### config.mk
export PLATFORM = sky130hd
export DESIGN_NAME = pls_cell
export DESIGN_NICKNAME = d
export VERILOG_FILES = /design/src/sv/pls_pkg.sv /design/src/sv/pls_cell.sv
export SDC_FILE = /design/constraint.sdc
export NUM_CORES = 1
export LEC_CHECK = 0
export ABC_AREA = 1
export ABC_CLOCK_PERIOD_IN_PS = 4800
export BUFFER_PORTS_ARGS = -buffer_cell sky130_fd_sc_hd__clkbuf_2
export CORE_MARGIN = 3
export CORE_UTILIZATION = 43
export DETAILED_ROUTE_END_ITERATION = 16
export PLACE_DENSITY = 0.82
export SYNTH_ARGS = -nofsm -noshare
export SYNTH_HDL_FRONTEND = slang
export SYNTH_SLANG_ARGS = --single-unit
export TNS_END_PERCENT = 5
### constraint.sdc
create_clock -name clk -period 4.8 [get_ports clk]
set_input_delay 0.24 -clock clk [delete_from_list [all_inputs] [get_ports clk]]
set_output_delay 0.24 -clock clk [all_outputs]
set_load 0.02 [all_outputs]
### src/sv/pls_pkg.sv
// ============================================================================
// pls_pkg: shared types and constants of the positional list store
// Beat layouts, operation and status codes, and the per-cell control bundle.
// ============================================================================
package pls_pkg;

    localparam int CAPACITY = 64;
    localparam int POS_W    = 8;
    localparam int WORD_W   = 32;
    localparam int CNT_W    = $clog2(CAPACITY + 1);

    localparam logic [1:0] MODE_READ   = 2'd0;
    localparam logic [1:0] MODE_MODIFY = 2'd1;
    localparam logic [1:0] MODE_INSERT = 2'd2;
    localparam logic [1:0] MODE_REMOVE = 2'd3;

    localparam logic [1:0] ST_OK     = 2'd0;
    localparam logic [1:0] ST_BADPOS = 2'd1;
    localparam logic [1:0] ST_FULL   = 2'd2;

    typedef struct packed {
        logic [1:0]               mode;
        logic [POS_W-1:0]         position;
        logic signed [WORD_W-1:0] value_in;
    } in_beat_t;

    typedef struct packed {
        logic signed [WORD_W-1:0] value_out;
        logic [1:0]               status;
        logic [CNT_W-1:0]         count;
        logic                     is_empty;
    } out_beat_t;

    // Broadcast to every cell; only set for a request that takes effect.
    typedef struct packed {
        logic              do_ins;
        logic              do_rem;
        logic              do_mod;
        logic [POS_W-1:0]  pos_idx;
        logic [WORD_W-1:0] value;
    } cell_ctrl_t;

endpackage

### src/sv/pls_cell.sv
// ============================================================================
// pls_cell: one slot of the list
// Holds one word; takes its left or right neighbour's word on insert/remove.
// ============================================================================
module pls_cell (
    input  logic                       clk,
    input  logic [pls_pkg::POS_W-1:0]  idx,
    input  pls_pkg::cell_ctrl_t        ctrl,
    input  logic [pls_pkg::WORD_W-1:0] left_data,
    input  logic [pls_pkg::WORD_W-1:0] right_data,
    output logic [pls_pkg::WORD_W-1:0] data,
    output logic [pls_pkg::WORD_W-1:0] rd_data
);

    logic [pls_pkg::WORD_W-1:0] data_reg;
    logic [pls_pkg::WORD_W-1:0] data_next;
    logic                       hit;

    assign hit = (idx == ctrl.pos_idx);

    always_comb
    begin
        data_next = data_reg;
        if (ctrl.do_ins)
        begin
            // open the slot: later cells take the left neighbour
            if (idx > ctrl.pos_idx)
            begin
                data_next = left_data;
            end
            else if (hit)
            begin
                data_next = ctrl.value;
            end
        end
        else if (ctrl.do_rem)
        begin
            // close the slot: pull the right neighbour forward
            if (idx >= ctrl.pos_idx)
            begin
                data_next = right_data;
            end
        end
        else if (ctrl.do_mod && hit)
        begin
            data_next = ctrl.value;
        end
    end

    always_ff @(posedge clk)
    begin
        data_reg <= data_next;
    end

    assign data    = data_reg;
    assign rd_data = hit ? data_reg : '0;

endmodule

==> run summary, run 1 <==
CTS Hold Bufs -> 0
Pwr Total -> 0.963 mW
Tcrit/Tclk final -> 48.9%
Port buffer count -> 179
Placement Rows -> 28
Worst Setup End Kind -> register
Arr. time, crit path -> 2.24 ns
Worst Tran Pin Value -> 0.983 ns
Maximum number of pins on one net before global-route repair -> 37
Multi-input gate area -> 0.00121 mm2
Placed Cells -> 620
Share of layout cells above drive strength 1 -> 37.3%
Post-synthesis sequential area ratio -> 35.3%
Cell taking the most area after synthesis -> edfxtp_1
All-Layer GR Usage -> 20.9%
Synthesized cell area -> 0.00272 mm2
Detailed Place HPWL -> 6160 um
YS warnings -> 0
Hold Violations, Final -> 0
Minimum clock period after layout -> 2.35 ns
Hold Crit Start -> right_data[17]
Post-cts sizing count -> 0
Fmax -> 426 MHz
Drt drc -> 0
RSZ-0062 raised after global routing -> false
Die Wd -> 85.6 um
Num CTS Buffers -> 5
Type of origin of the critical path -> primary input
Max FFs per register -> 32
Nets@finish -> 676
Reg area -> 961 um2
Post-Syn Area per Cell -> 7.06 um2
Leak -> 2.31 nW
Net Count, Synth -> 510
DR pass1 iterations -> 5
Critical Path Start -> ctrl[39]
# fillers -> 571
TNS Setup -> 0 ns
Initial Utilization -> 45.2%
GR Overflow Total -> 0
Pwr Density -> 260 mW/mm2
Finished Core Util -> 61.4%
Max-Cap Viols -> 0
CP Class -> in -> reg
Syn Inst Count -> 386
CTS tree -> yes
First-pass GRT wire length -> 12600 um
Drt total wl -> 7980 um
Initial antenna violation count -> 0
Vias in the first global route -> 2721
I/O pin count -> 180
Starting DRT DRC Count -> 189
Yosys reg bits -> 32
Setup crit end -> data[16]$_DFFE_PP_
Core ar. -> 0.00603 mm2
Run status -> finished clean
Yosys top cell area share -> 35.3%
Via count -> 3027
CTS Buffer Depth -> 2
Clk sink count -> 32
Non-Filler Cell Area, Final -> 0.00370 mm2
Die area -> 0.00733 mm2
Peak VDD IR -> 206 uV
Worst path required time -> 4.69 ns
Routed Antenna Nets -> 0
Root Driver -> clkbuf_8
Crit path max fanout -> 32
Antenna Cells -> 0
Vias per inst -> 4.82
Setup-failing EPs final -> 0
Die H -> 85.6 um
Most area-consuming cells after synthesis -> edfxtp_1 (35%), inv_1 (15%), nand3_1 (10%)
Type of the tightest min-delay check -> in -> reg
Drt wl/cell -> 12.7 um
Final cell count without fillers -> 628
Area after DPL -> 0.00359 mm2
Slew Limit Fails -> 0
Clock slew at reported path FFs -> 0.06 ns
Netlist cell types -> 22
Synth-to-Final Area Change -> 35.8%
GPL Wtd Cong -> 0.800
Slew HR -> 34.2%
Total number of H-tree levels -> 2
Post-CTS setup buffer count -> 0
==> report_power, final <==
group / internal [mW] / switching [mW] / total (mW)
Sequential: 0.369 / 0.0273 / 0.396
Clock: 0.154 / 0.0914 / 0.245
Combinational: 0.117 / 0.205 / 0.321
Total: 0.639 / 0.324 / 0.963
==> layer usage <==
layer  vias to the layer above  routed length [um]  track usage (%)
li1                       1536                   -                -
met1                      1355                3200             26.0
met2                       132                4160             37.8
met3                         4                 559             3.55
met4                         0                  62             4.75
met5                         -                   0                0
==> worst max-delay path: stages <==
cell	delay, ns
clkbuf_2	0.07
inv_1	0.03
ha_1	0.29
nand2_2	0.08
nor2_4	0.13
nand4_4	0.42
o21ai_4	0.95
==> cells in the mapped netlist <==
| library cell | n |
|---|---|
| edfxtp_1 | 32 |
| nor2_1 | 34 |
| nand2_4 | 2 |
| a21o_1 | 1 |
| nand3_2 | 7 |
| nand3_1 | 57 |
| nand4_4 | 1 |
| inv_2 | 1 |
| nand2_2 | 1 |
| nor3_1 | 1 |
| buf_6 | 8 |
| o21ai_0 | 2 |
| a21oi_1 | 2 |
| buf_4 | 2 |
| a22oi_1 | 32 |
| nand2_1 | 72 |
| buf_2 | 5 |
| nor2_4 | 1 |
| ha_1 | 8 |
| inv_1 | 108 |
| clkbuf_1 | 8 |
| nor2_2 | 1 |
==> worst min path at each step <==
stage / end / slack (ns) / depth (start not counted)
2_1_floorplan: data[24]$_DFFE_PP_ / 0.44 / 2
3_3_place_gp: data[31]$_DFFE_PP_ / 0.53 / 3
3_5_place_dp: data[14]$_DFFE_PP_ / 0.54 / 3
4_1_cts: data[14]$_DFFE_PP_ / 0.25 / 3
5_1_grt: data[14]$_DFFE_PP_ / 0.26 / 3
6_report: data[17]$_DFFE_PP_ / 0.27 / 3
==> stage by stage <==
step	setup slack, ns	hold slack [ns]
after floorplan	0.878	0.444
after CTS	2.42	0.254
after global placement	2.20	0.534
final	2.45	0.267
after detailed placement	2.13	0.539
after global routing	2.29	0.261
==> cells in the final DEF (no fill, tap or decap) <==
cell type / synthesis / final
nor3_1: 1 / 1
nand3_2: 7 / 7
ha_1: 8 / 8
inv_1: 108 / 108
bufinv_16: 0 / 1
buf_4: 2 / 3
clkinv_2: 0 / 1
inv_2: 1 / 1
a21oi_1: 2 / 2
o21ai_0: 2 / 1
nand3_1: 57 / 57
nor2_4: 1 / 1
a21o_1: 1 / 1
clkbuf_1: 8 / 1
o21ai_4: 0 / 1
nand2_2: 1 / 1
nand2_1: 72 / 72
clkbuf_8: 0 / 5
nand4_4: 1 / 1
nor2_2: 1 / 3
edfxtp_1: 32 / 32
a22oi_1: 32 / 32
nor2_1: 34 / 32
clkbuf_2: 0 / 179
nand2_4: 2 / 2
==> kinds of logic after synthesis <==
logic type      count (synthesis)  share of synthesized area, %
simple gates                  177                          30.3
flops                          32                          35.3
compound gates                 37                          9.83
fa+ha+maj                       8                          3.67
buf+inv                       132                          20.9
==> cell type report <==
class	instances	share of cell area, %
Inverter	109	11.1
Clock buffer	6	1.96
Multi-Input combinational cell	222	32.7
Clock inverter	2	0.947
Timing Repair Buffer	182	24.8
Tap cell	75	2.54
Sequential cell	32	26.0
(Power assumes the default switching activity.)
==> run 2: changes to the inputs <==
--- a/config.mk
+++ b/config.mk
@@ -6,7 +6,7 @@
 export NUM_CORES = 1
 export LEC_CHECK = 0
 export ABC_AREA = 1
-export ABC_CLOCK_PERIOD_IN_PS = 4800
+export ABC_CLOCK_PERIOD_IN_PS = 2300
 export BUFFER_PORTS_ARGS = -buffer_cell sky130_fd_sc_hd__clkbuf_2
 export CORE_MARGIN = 3
 export CORE_UTILIZATION = 43
==> constraint.sdc (replaced) <==
create_clock -name clk -period 2.3 [get_ports clk]
set_input_delay 0.115 -clock clk [delete_from_list [all_inputs] [get_ports clk]]
set_output_delay 0.115 -clock clk [all_outputs]
set_load 0.02 [all_outputs]
==> run summary, run 2 (synthesis gave the netlist of run 1 again) <==
Maximum number of pins on one net before global-route repair -> 36 (-2.7%)
Type of origin of the critical path -> primary input
Type of the tightest min-delay check -> in -> reg
Clk sink count -> 32 (unchanged)
Minimum clock period after layout -> 1.90 ns
Internal power -> 1.34 mW (+110%)
Placement Rows -> 28 (unchanged)
Finished Core Util -> 62.0% (+0.62 points)
Drt drc -> 0 (unchanged)
Final worst slack -> 0.400 ns (-2.05 ns)
Initial Utilization -> 45.2% (unchanged)
Fmax -> 526 MHz
Root Driver -> clkbuf_8
Pwr Density -> 546 mW/mm2 (+110%)
Die Wd -> 85.6 um (unchanged)
Drt total wl -> 8320 um (+4.2%)
Most common cell after layout, fill and taps aside -> clkbuf_2
GR Overflow Total -> 0 (unchanged)
Worst path required time -> 2.18 ns (-2.51 ns)
Crit path max fanout -> 35 (+9.4%)
Max FFs per register -> 32 (unchanged)
Non-Filler Cell Area, Final -> 0.00374 mm2 (+1.0%)
Vias per inst -> 4.88 (+1.3%)
Antenna Cells -> 0 (unchanged)
Clock slew at reported path FFs -> 0.07 ns (about the same)
Sw frac -> 34.2% (+0.55 points)
CTS Buffer Depth -> 2 (unchanged)
DR pass1 iterations -> 4 (-1)
CTS Hold Bufs -> 0 (unchanged)
Max-Cap Viols -> 0 (unchanged)
RSZ-0062 raised after global routing -> false
Arr. time, crit path -> 1.79 ns (-0.45 ns)
CTS tree -> yes
Critical Path Start -> ctrl[35]
Nets@finish -> 681 (+0.74%)
Setup-failing EPs final -> 0 (unchanged)
Sw power -> 0.696 mW (+120%)
Vias in the first global route -> 3043 (+12%)
Commonest cells after routing, fill and taps aside -> clkbuf_2 (179), inv_1 (108), nand2_1 (72)
Slew HR -> 32.0% (-2.3 points)
Drt wl/cell -> 13.1 um (+3.4%)
Dpl ws -> 0.196 ns (-1.94 ns)
Num CTS Buffers -> 5 (unchanged)
Run status -> finished clean
Routed Antenna Nets -> 0 (unchanged)
CP peak stage delay -> 0.43 ns (-0.52 ns)
Slowest cell on crit path -> buf_4
TNS Setup -> 0 ns (unchanged)
CP Class -> in -> out
Worst Setup End Kind -> output pin
Share of layout cells above drive strength 1 -> 37.8% (+0.56 points)
Setup crit end -> rd_data[4]
Die area -> 0.00733 mm2 (unchanged)
Die H -> 85.6 um (unchanged)
Critical-path cell list -> clkbuf_2 > inv_1 > ha_1 > nand2_1 > inv_2 > nand4_4 > buf_4 > buf_4 > nor2_1 > clkbuf_2
First-pass GRT wire length -> 13400 um (+6.6%)
GPL Wtd Cong -> 0.787 (-1.6%)
Synth-to-Final Area Change -> 37.2%
Peak VDD IR -> 301 uV (+46%)
Clock Power Share -> 25.9% (+0.4 points)
Worst Tran Pin Value -> 1.02 ns (+0.0337 ns)
Detailed Place HPWL -> 6510 um (+5.7%)
Seq pwr share -> 40.7% (-0.4 points)
Initial antenna violation count -> 0 (unchanged)
Area after DPL -> 0.00363 mm2 (+1.0%)
Logic pwr share -> 33.4% (about the same)
Post-CTS setup buffer count -> 0 (unchanged)
Slew Limit Fails -> 0 (unchanged)
CP bufs+invs -> 6 (+4)
Core ar. -> 0.00603 mm2 (unchanged)
Total number of H-tree levels -> 2 (unchanged)
Post-cts sizing count -> 0 (unchanged)
Leak -> 2.34 nW (+1.0%)
Starting DRT DRC Count -> 142 (-25%)
All-Layer GR Usage -> 22.6% (+1.7 points)
# fillers -> 554 (-3.0%)
Via count -> 3091 (+2.1%)
Stages on the worst setup path -> 10 (+3)
Hold Violations, Final -> 0 (unchanged)
Tcrit/Tclk final -> 82.6%
I/O pin count -> 180 (unchanged)
Port buffer count -> 179 (unchanged)
Crit-path leading delay family -> buffers and inverters
## run 2: per-layer routing
metal	part of all wire (%)	global-route usage (%)	up-vias
met5	0	0	-
met3	8.0	4.32	12
li1	-	-	1548
met1	38	26.0	1396
met4	1.2	6.47	0
met2	53	42.3	135
## run 2: area by class of cell
cell class                 count  area [um2]  area share (%)
clock inverter                 2        35.0           0.937
timing repair buffer         187         956            25.6
inverter                     109         409            10.9
clock buffer                   6        72.6            1.94
tap                           75        93.8            2.51
sequential                    32         961            25.7
multi-input combinational    222        1210            32.4
## run 2: how the worst min path moves through the flow
| stage | startpoint | slack (ns) | end | cells after the start |
|---|---|---|---|---|
| after floorplan | right_data[24] | 0.32 | data[24]$_DFFE_PP_ | 2 |
| after global placement | right_data[21] | 0.41 | data[21]$_DFFE_PP_ | 3 |
| after detailed placement | right_data[10] | 0.41 | data[10]$_DFFE_PP_ | 3 |
| after CTS | right_data[21] | 0.12 | data[21]$_DFFE_PP_ | 3 |
| after global routing | right_data[17] | 0.13 | data[17]$_DFFE_PP_ | 3 |
| final | right_data[17] | 0.12 | data[17]$_DFFE_PP_ | 3 |
## run 2: power groups by stage
stage	combinational, mW	clock, mW	sequential [mW]
2_1_floorplan	0.319	0	0.944
3_3_place_gp	0.666	0	0.837
3_5_place_dp	0.685	0	0.842
6_report	0.682	0.528	0.829
5_1_grt	0.761	0.562	0.841
4_1_cts	0.687	0.536	0.831
## run 2: stage by stage
| step | power (mW) | hold slack, ns | std cells |
|---|---|---|---|
| 2_1_floorplan | 1.26 | 0.319 | 386 |
| 3_3_place_gp | 1.50 | 0.407 | 625 |
| 3_5_place_dp | 1.53 | 0.413 | 625 |
| 4_1_cts | 2.05 | 0.116 | 633 |
| 5_1_grt | 2.16 | 0.128 | 633 |
| 6_report | 2.04 | 0.123 | 633 |
==> run 3: changes to the inputs <==
--- a/config.mk
+++ b/config.mk
@@ -6,7 +6,7 @@
 export NUM_CORES = 1
 export LEC_CHECK = 0
 export ABC_AREA = 1
-export ABC_CLOCK_PERIOD_IN_PS = 2300
+export ABC_CLOCK_PERIOD_IN_PS = 1800
 export BUFFER_PORTS_ARGS = -buffer_cell sky130_fd_sc_hd__clkbuf_2
 export CORE_MARGIN = 3
 export CORE_UTILIZATION = 43
==> constraint.sdc (replaced) <==
create_clock -name clk -period 1.8 [get_ports clk]
set_input_delay 0.09 -clock clk [delete_from_list [all_inputs] [get_ports clk]]
set_output_delay 0.09 -clock clk [all_outputs]
set_load 0.02 [all_outputs]
==> run summary, run 3 (synthesis gave the netlist of run 1 again) <==
Sw frac -> 33.6% (-0.51 points)
First-pass GRT wire length -> 13300 um (-0.77%)
Finished Core Util -> 64.5% (+2.5 points)
Clk sink count -> 32 (unchanged)
Num CTS Buffers -> 5 (unchanged)
Vias in the first global route -> 2982 (-2.0%)
Reg area -> 961 um2 (unchanged)
Initial antenna violation count -> 0 (unchanged)
Post-CTS setup buffer count -> 0 (unchanged)
DR pass1 iterations -> 4 (unchanged)
Post-cts sizing count -> 0 (unchanged)
Minimum clock period after layout -> 1.65 ns
I/O pin count -> 180 (unchanged)
Drt wl/cell -> 12.9 um (-1.7%)
Placed Cells -> 631 (+0.96%)
Top cell by count, worst path -> clkbuf_2
Final worst slack -> 0.149 ns (-0.251 ns)
Run status -> finished clean
Non-Filler Cell Area, Final -> 0.00388 mm2 (+4.0%)
Synth-to-Final Area Change -> 42.6%
CP peak stage delay -> 0.30 ns (-0.13 ns)
Crit path max fanout -> 31 (-11%)
Clock slew at reported path FFs -> 0.06 ns (about the same)
CP Class -> in -> out
Internal power -> 1.76 mW (+31%)
Nets@finish -> 687 (+0.88%)
Pwr Density -> 684 mW/mm2 (+25%)
Tcrit/Tclk final -> 91.7%
RSZ-0062 raised after global routing -> false
Dpl ws -> 0.0710 ns (-0.125 ns)
Maximum number of pins on one net before global-route repair -> 32 (-11%)
Type of the tightest min-delay check -> in -> reg
CTS Hold Bufs -> 0 (unchanged)
GR Overflow Total -> 0 (unchanged)
All-Layer GR Usage -> 22.5% (-0.14 points)
Die Wd -> 85.6 um (unchanged)
Drt drc -> 0 (unchanged)
Commonest cells after routing, fill and taps aside -> clkbuf_2 (179), inv_1 (104), nand2_1 (71)
Core ar. -> 0.00603 mm2 (unchanged)
CTS tree -> yes
Root Driver -> clkbuf_8
# fillers -> 569 (+2.7%)
Die area -> 0.00733 mm2 (unchanged)
Max-Cap Viols -> 0 (unchanged)
Slowest cell on crit path -> buf_4
Detailed Place HPWL -> 6790 um (+4.4%)
Share of layout cells above drive strength 1 -> 40.1% (+2.3 points)
Crit-path leading delay family -> buffers and inverters
Worst path required time -> 1.71 ns (-0.47 ns)
Total number of H-tree levels -> 2 (unchanged)
Hold Violations, Final -> 0 (unchanged)
Worst Setup End Kind -> output pin
Fmax -> 606 MHz
Final cell count without fillers -> 639 (+0.95%)
Peak VDD IR -> 454 uV (+51%)
Via count -> 3104 (+0.42%)
CTS Buffer Depth -> 2 (unchanged)
Slew HR -> 38.8% (+6.8 points)
Critical-path cell list -> clkbuf_2 > inv_12 > ha_4 > nand2_4 > nor2_4 > nand4_4 > buf_4 > nor2_1 > clkbuf_2
Arr. time, crit path -> 1.56 ns (-0.23 ns)
Drt total wl -> 8250 um (-0.79%)
Seq pwr share -> 39.7% (-1.0 points)
Placement Rows -> 28 (unchanged)
Antenna Cells -> 0 (unchanged)
Max FFs per register -> 32 (unchanged)
Vias per inst -> 4.86 (-0.52%)
Sw power -> 0.895 mW (+28%)
Slew Limit Fails -> 0 (unchanged)
Clock Power Share -> 24.8% (-1.1 points)
Type of origin of the critical path -> primary input
Area after DPL -> 0.00378 mm2 (+4.1%)
Worst Tran Pin Value -> 0.918 ns (-0.0987 ns)
Die H -> 85.6 um (unchanged)
Initial Utilization -> 45.2% (unchanged)
Setup-failing EPs final -> 0 (unchanged)
Most common cell after layout, fill and taps aside -> clkbuf_2
Leak -> 2.38 nW (+2.0%)
GPL Wtd Cong -> 0.843 (+7.1%)
Multi-input gate area -> 0.00127 mm2 (+5.2%)
Port buffer count -> 179 (unchanged)
Routed Antenna Nets -> 0 (unchanged)
Starting DRT DRC Count -> 176 (+24%)
CP bufs+invs -> 4 (-2)
Logic pwr share -> 35.5% (+2.1 points)
[run 3: worst paths after layout]
check	startpoint	to	slack (ns)	cells past startpoint
max	ctrl[37]	rd_data[27]	0.15	9
min	right_data[19]	data[19]$_DFFE_PP_	0.11	3
[run 3: power by group through the flow]
stage                     Combinational [mW]  Sequential, mW  Clock [mW]
final                                  0.943            1.06       0.659
after global routing                    1.05            1.07       0.712
after CTS                              0.951            1.06       0.675
after detailed placement               0.947            1.07           0
after global placement                 0.920            1.07           0
after floorplan                        0.427            1.21           0
[run 3: final cells by class]
type | instances | area share, %
Sequential cell | 32 | 24.7
Timing Repair Buffer | 193 | 26.4
Tap cell | 75 | 2.42
Clock buffer | 6 | 1.87
Inverter | 109 | 10.9
Multi-Input combinational cell | 222 | 32.8
Clock inverter | 2 | 0.902
[run 3: stage by stage]
step / TNS [ns] / hold WS [ns] / total power [mW]
floorplan: -3.04 / 0.294 / 1.63
global placement: 0 / 0.389 / 1.99
detailed placement: 0 / 0.390 / 2.02
CTS: 0 / 0.0984 / 2.68
global route: 0 / 0.112 / 2.83
finish: 0 / 0.114 / 2.66
[run 3: tightest hold or removal path, delay by kind of cell]
family                 cells  cell delay, ns
AO/OA/AOI/OAI              1            0.06
buffers and inverters      1            0.07
AND/OR/NAND/NOR            1            0.06
[run 3: per-layer routing]
metal  share of wire, %  routed length, um  track usage, %
met3                7.4                613            3.27
met4                1.3                108            6.47
met2                 54               4440            42.1
met5                  0                  0               0
met1                 37               3090            26.4
